**src/sv/ksv_pkg.sv**
```systemverilog
`timescale 1ns / 1ps
`default_nettype none
// ----------------------------------------------------------------------------
// ksv_pkg: shared definitions for the plucked-string voice
// Field widths, register codes, request kinds, reset values and the
// command/status bundles between controller and datapath.
// ----------------------------------------------------------------------------
package ksv_pkg;

   // default geometry of the delay loop
   localparam int DELAY_DEPTH_DEF = 1024;
   localparam int FRAC_BITS_DEF   = 8;

   // stream field widths
   localparam int TYPE_W   = 2;
   localparam int SAMPLE_W = 18;
   localparam int TDATA_W  = 24;

   // loop arithmetic
   localparam int ACC_W          = 32;
   localparam int ACC_FRAC       = 8;
   localparam int COEF_W         = 17;
   localparam int COEF_FRAC      = 16;
   localparam int SCALE_W        = 16;
   localparam int SCALE_0P3      = 19661;
   localparam int TENSION_FULL   = 64;
   localparam int HELD_LPF_SHIFT = 10;

   // configuration port
   localparam int CSR_INDEX_W = 3;
   localparam int CSR_DATA_W  = 19;
   localparam int DL_W        = 19;
   localparam int TENSION_W   = 7;

   // register reset values
   localparam logic [DL_W-1:0]      DL_RESET         = DL_W'(25600);
   localparam logic [TENSION_W-1:0] TENSION_RESET    = TENSION_W'(8);
   localparam logic [COEF_W-1:0]    HELD_DECAY_RESET = COEF_W'(64225);
   localparam logic [COEF_W-1:0]    MUTE_DECAY_RESET = COEF_W'(49152);
   localparam logic [COEF_W-1:0]    MUTE_LPF_RESET   = COEF_W'(32768);

   typedef enum logic [TYPE_W-1:0] {
      REQ_SAMPLE   = 2'd0,
      REQ_NOTE_ON  = 2'd1,
      REQ_NOTE_OFF = 2'd2
   } req_kind_type;

   typedef enum logic [CSR_INDEX_W-1:0] {
      REG_DELAY_LENGTH = 3'd0,
      REG_TENSION      = 3'd1,
      REG_HELD_DECAY   = 3'd2,
      REG_MUTE_DECAY   = 3'd3,
      REG_MUTE_LPF     = 3'd4
   } csr_reg_type;

   // controller to datapath
   typedef struct packed {
      logic clear_wr;      // write zero at sweep address
      logic load_req;      // capture request payload
      logic note_on;       // clear accumulator, select held set
      logic note_off;      // select mute set
      logic pos_update;    // load fast-path position
      logic div_start;     // start remainder unit
      logic pos_from_div;  // load position from remainder
      logic rd_issue;      // read tap, first product
      logic mul2;          // loop filter product
      logic wb;            // accumulator, store and result update
      logic scale_rd;      // read at sweep address
      logic scale_wr;      // write scaled entry at sweep address
   } ksv_cmd_type;

   // datapath to controller
   typedef struct packed {
      logic pos_need_div;
      logic div_done;
      logic rsp_free;
      logic sweep_last;
   } ksv_status_type;

endpackage
`default_nettype wire

```
**src/sv/ksv_ctrl.sv**
```systemverilog
`timescale 1ns / 1ps
`default_nettype none
// ----------------------------------------------------------------------------
// ksv_ctrl: sequencer for the plucked-string voice
// Runs the clearing and note-on sweeps, decodes requests and steps the
// datapath through position update, tap read, two products and write back.
// ----------------------------------------------------------------------------
module ksv_ctrl (
   input  wire logic                        clock,
   input  wire logic                        reset,
   input  wire logic                        req_tvalid,
   input  wire logic [ksv_pkg::TYPE_W-1:0]  req_tuser,
   output logic                             req_tready,
   input  wire ksv_pkg::ksv_status_type     status,
   output ksv_pkg::ksv_cmd_type             cmd
);

   typedef enum logic [8:0] {
      ST_CLEAR = 9'b000000001,
      ST_IDLE  = 9'b000000010,
      ST_POS   = 9'b000000100,
      ST_DIV   = 9'b000001000,
      ST_RD    = 9'b000010000,
      ST_MUL   = 9'b000100000,
      ST_WB    = 9'b001000000,
      ST_SC_RD = 9'b010000000,
      ST_SC_WR = 9'b100000000
   } state_type;

   state_type state_ff;
   state_type state_in;

   // next state and commands
   always_comb begin
      state_in   = state_ff;
      cmd        = '0;
      req_tready = 1'b0;
      unique case (state_ff)
         ST_CLEAR: begin
            cmd.clear_wr = 1'b1;
            if (status.sweep_last) begin
               state_in = ST_IDLE;
            end
         end
         ST_IDLE: begin
            req_tready = 1'b1;
            if (req_tvalid) begin
               cmd.load_req = 1'b1;
               unique case (req_tuser)
                  ksv_pkg::REQ_SAMPLE: begin
                     state_in = ST_POS;
                  end
                  ksv_pkg::REQ_NOTE_ON: begin
                     cmd.note_on = 1'b1;
                     state_in    = ST_SC_RD;
                  end
                  ksv_pkg::REQ_NOTE_OFF: begin
                     cmd.note_off = 1'b1;
                  end
                  default: ;
               endcase
            end
         end
         ST_POS: begin
            if (status.pos_need_div) begin
               cmd.div_start = 1'b1;
               state_in      = ST_DIV;
            end else begin
               cmd.pos_update = 1'b1;
               state_in       = ST_RD;
            end
         end
         ST_DIV: begin
            if (status.div_done) begin
               cmd.pos_from_div = 1'b1;
               state_in         = ST_RD;
            end
         end
         ST_RD: begin
            cmd.rd_issue = 1'b1;
            state_in     = ST_MUL;
         end
         ST_MUL: begin
            cmd.mul2 = 1'b1;
            state_in = ST_WB;
         end
         ST_WB: begin
            if (status.rsp_free) begin
               cmd.wb   = 1'b1;
               state_in = ST_IDLE;
            end
         end
         ST_SC_RD: begin
            cmd.scale_rd = 1'b1;
            state_in     = ST_SC_WR;
         end
         ST_SC_WR: begin
            cmd.scale_wr = 1'b1;
            state_in     = status.sweep_last ? ST_IDLE : ST_SC_RD;
         end
         default: begin
            state_in = ST_CLEAR;
         end
      endcase
   end

   // state register
   always_ff @(posedge clock) begin
      if (reset) begin
         state_ff <= ST_CLEAR;
      end else begin
         state_ff <= state_in;
      end
   end

endmodule
`default_nettype wire

```
**config.mk**
```make
export PLATFORM = sky130hd
export DESIGN_NAME = ksv_ctrl
export DESIGN_NICKNAME = d
export VERILOG_FILES = /design/src/sv/ksv_pkg.sv /design/src/sv/ksv_ctrl.sv
export SDC_FILE = /design/constraint.sdc
export NUM_CORES = 1
export LEC_CHECK = 0
export BUFFER_PORTS_ARGS = -buffer_cell sky130_fd_sc_hd__buf_4
export CORE_UTILIZATION = 30
export CTS_BUF_LIST = sky130_fd_sc_hd__clkbuf_8
export DETAILED_ROUTE_END_ITERATION = 12
export PLACE_DENSITY = 0.55
export SYNTH_ARGS = -nofsm -noshare
export SYNTH_HDL_FRONTEND = slang
export SYNTH_SLANG_ARGS = --single-unit
```
**constraint.sdc**
```tcl
create_clock -name clock -period 5.1 [get_ports clock]
set_input_delay 0.51 -clock clock [delete_from_list [all_inputs] [get_ports clock]]
set_output_delay 0.51 -clock clock [all_outputs]
set_load 0.005 [all_outputs]
```
### Word level (Yosys, flattened, before mapping)

Cells that the tools add are included.

* output and inout port bits: 13
* flip-flop bits (word level): 9
* bits of input ports: 9

* multiplexer cells: 25
* equality and inequality tests: 16
* reduce and logical (&&, ||, !) cells: 2

Operators by type and width (count)
* $pmux 9 s9: 1
* $mux 9: 4
* $pmux 9 s2: 1
* $mux 1: 14
* $eq 9x1->1 const B: 1
* $eq 9x2->1 const B: 1
* $eq 9x3->1 const B: 1
* $eq 9x4->1 const B: 1
* $eq 9x5->1 const B: 1
* $eq 9x6->1 const B: 1
* $eq 9x7->1 const B: 1
* $eq 9x8->1 const B: 1
* $eq 9x9->1 const B: 1
* $mux 8: 1
* $ne 2x2->1 const B: 4
* $mux 3: 2
* $mux 5: 1
* $reduce_and 5->1: 1
* $ne 3x1->1 const B: 1
* $eq 2x1->1 const B: 1
* $eq 2x2->1 const B: 1
* $logic_not 2->1: 1
* $mux 2: 1

### Longest topological paths before layout

* depth after elaboration: 4
* mapped depth: 6

### Worst setup path after synthesis

No wires, ideal clock.

* kind: reg-to-output
* from: register state_ff[8]
* to: output cmd[8] (netlist bit)
* data arrival time: 1499 ps
* path slack: 3091 ps
* stages on the path, launching flop included: 7
* buffers on the path: 1
* path through: dfxtp_1 > or3_1 > buf_2 > nand2b_4 > nor2_2 > nand2_1 > nor3b_1

RTL lines
* from (decl): line ksv_ctrl.sv:30 `state_type state_ff;`
* from (signal assigned): line ksv_ctrl.sv:112 `state_ff <= state_in;`
* to (decl): line ksv_ctrl.sv:15 `output ksv_pkg::ksv_cmd_type cmd`

==> impl_metrics.py <==
metrics = {
    "synth": {
        "yosysUniqueCellTypes": 35,
        "yosysWarnings": 0,
        "syn_inst": 85,
        "synth_top_area_share_pct": 27.5,
        "synth-seq-area-share_pct": 27.5,
        "netlist_area_um2": 654,
        "yosysTopAreaCell": "dfxtp_1",
        "synth_area_per_cell_um2": 7.70,
        "synthFlopType": "dfxtp_1",
        "synth-edff-count": 0,
        "syn_nets": 94,
        "synth_seq_cells": 9,
        "async_reset_ff_share_pct": 0,
        "netlist_top_cells_area": "dfxtp_1 (28%), nor2_1 (6.3%), and3_1 (5.7%)",
    },
    "placed_design": {
        "numPortBuffers": 21,
        "dp_hpwl_um": 1280,
        "gp_congestion": 0.815,
        "placed_area_um2": 836,
    },
    "timing": {
        "clock.fmax_mhz": 393,
        "period_needed_ns": 2.55,
        "fin_crit_sh_pct": 49.9,
        "maxSlewViolCount": 0,
        "worst_hold_slack_ns": 0.455,
        "hold_viol": 0,
        "tightestPinTransition_ns": 0.388,
        "slew_headroom_pct": 73.4,
        "rsz0062_at_grt": "no",
        "fin_skew_ns": 0.00169,
        "tns_ns": 0,
        "finalSetupViolCount": 0,
    },
    "power": {
        "power.leakage_uw": 0.000397,
        "power_per_cell_area_mw_per_mm2": 298,
        "finalPower_uw": 263,
        "ir_drop_v": 0.000140,
    },
    "detailed_routing": {
        "drc": 0,
        "wl_um": 1680,
        "drt_pass1_iterations": 4,
        "drtIter0Drc": 17,
        "vias": 721,
        "routedWlPerCell_um": 12.4,
        "ant_nets": 0,
        "viasPerCell": 5.34,
    },
    "layout": {
        "regMostFlops": "state_ff",
        "finalNetCount": 118,
        "num_antenna_cells": 0,
        "drive_gt1_share_pct": 31.5,
        "mostFrequentLayoutCell": "buf_4",
        "final_cell_mix": "buf_4 (21), nor2_1 (11), dfxtp_1 (9)",
        "top_regs": "state_ff x9",
        "areaGrowthSynthToFinish_pct": 34.8,
        "largest_reg_flops": 9,
        "final_area_um2": 882,
    },
    "setup_path": {
        "critPathMaxStageDelay_ns": 0.57,
        "critPathLaunchType": "flop",
        "arrival_ns": 2.04,
        "cp_cell_sequence": "or3_1 -> nand2b_4 -> nor2_2 -> nand2_1 -> nor3b_1 -> buf_4",
        "worstPathMaxFanout": 8,
        "worstPathRequired_ns": 4.59,
        "criticalPathCategory": "flop to output pin",
        "end_kind": "output pin",
        "cp_slowest_cell": "or3_1",
    },
    "cts": {
        "cts_made_buffers": 3,
        "ctsHoldBuffers": 0,
        "clkTransAtPathRegs_ns": 0.05,
        "cts-resized-gates": 0,
        "cts-root-buf": "clkbuf_8",
        "cts.path.max_buffers": 2,
        "cts.sinks": 9,
        "cts_tree": "done",
        "htreeDepth": 1,
        "post-cts-setup-buffer-count": 0,
        "clk-insertion-delay-late_ns": 0.24,
    },
    "die": {
        "pin_count": 22,
        "die_w_um": 48.7,
        "initial_core_util_pct": 32.7,
        "die_h_um": 48.7,
        "die_area_mm2": 0.00237,
        "coreArea_mm2": 0.00200,
        "rows": 16,
    },
    "worst_hold_path": {
        "hp-class": "input pin to flop",
    },
    "global_routing": {
        "grt_pass1_vias": 642,
        "track_usage_pct": 15.4,
        "grt_max_degree": 9,
        "grt_overflow": 0,
        "grt_pass1_wl_um": 2800,
        "antenna_found_initial": 0,
    },
    "flow_run": {
        "drv_cap": 0,
    },
    "outcome": {
        "status": "completed",
    },
}
## final timing paths
check                           cells after the start  slack (ns)                  endpoint                startpoint
worst min register to register                      2        0.58  state_ff[3]$_SDFFE_PP0P_  state_ff[3]$_SDFFE_PP0P_
worst max register to register                      5        3.21  state_ff[3]$_SDFFE_PP0P_  state_ff[1]$_SDFFE_PP0P_
worst min-delay path                                2        0.45  state_ff[3]$_SDFFE_PP0P_                     reset
worst max-delay path                                6        2.55                    cmd[8]  state_ff[8]$_SDFFE_PP0P_
## per-stage QoR
| stage | std cells | util, % | worst slack (ns) |
|---|---|---|---|
| floorplan | 85 | - | 3.09 |
| global placement | 131 | 41.8 | 2.84 |
| detailed placement | 131 | 41.8 | 2.81 |
| CTS | 135 | 44.1 | 2.54 |
| global route | 135 | 44.1 | 2.42 |
| finish | 135 | 44.1 | 2.55 |
## cell families after synthesis
| logic type | count (synthesis) | synth area share (%) |
|---|---|---|
| and+or+nand+nor | 52 | 50.3 |
| muxes | 1 | 1.53 |
| AOI/OAI and AO/OA | 16 | 16.3 |
| DFF | 9 | 27.5 |
| buffers and inverters | 7 | 4.40 |
## synth_stat cells (2+ instances only)
| cell type | instances |
|---|---|
| nor2_1 | 11 |
| dfxtp_1 | 9 |
| and3_1 | 6 |
| inv_1 | 5 |
| nand2_1 | 5 |
| nor2b_1 | 5 |
| nand2b_1 | 4 |
| nor4_1 | 4 |
| o21ai_0 | 4 |
| nor3_1 | 3 |
| a21oi_1 | 2 |
| a21oi_2 | 2 |
| buf_2 | 2 |
| or4b_2 | 2 |
## final cells by class
class	instances	area, um2
clock inverter	1	5.00
sequential	9	180
fill	212	1120
tap	27	33.8
timing repair buffer	21	158
multi-input combinational	69	445
inverter	5	18.8
clock buffer	3	41.3
## worst max-delay path, delay by kind of cell, from the launching register on
kind	cells	cell delay (ns)
buf+inv	1	0.15
simple gates	5	1.29
flops	1	0.36
## per-layer routing
metal  share of wire (%)  up-vias  GRT usage (%)
met4                 2.3        0           8.82
met3                 7.8        4           1.89
met5                   0        -              0
met1                  47      326           21.9
met2                  43       32           22.2
li1                    -      359              -
## report_power, final
| part | switching [uW] | internal, uW | total [uW] |
|---|---|---|---|
| Combinational | 46.2 | 42.0 | 88.3 |
| Sequential | 10.4 | 77.2 | 87.5 |
| Clock | 33.5 | 53.7 | 87.2 |
Note: power is estimated with default switching activity, not from simulation.
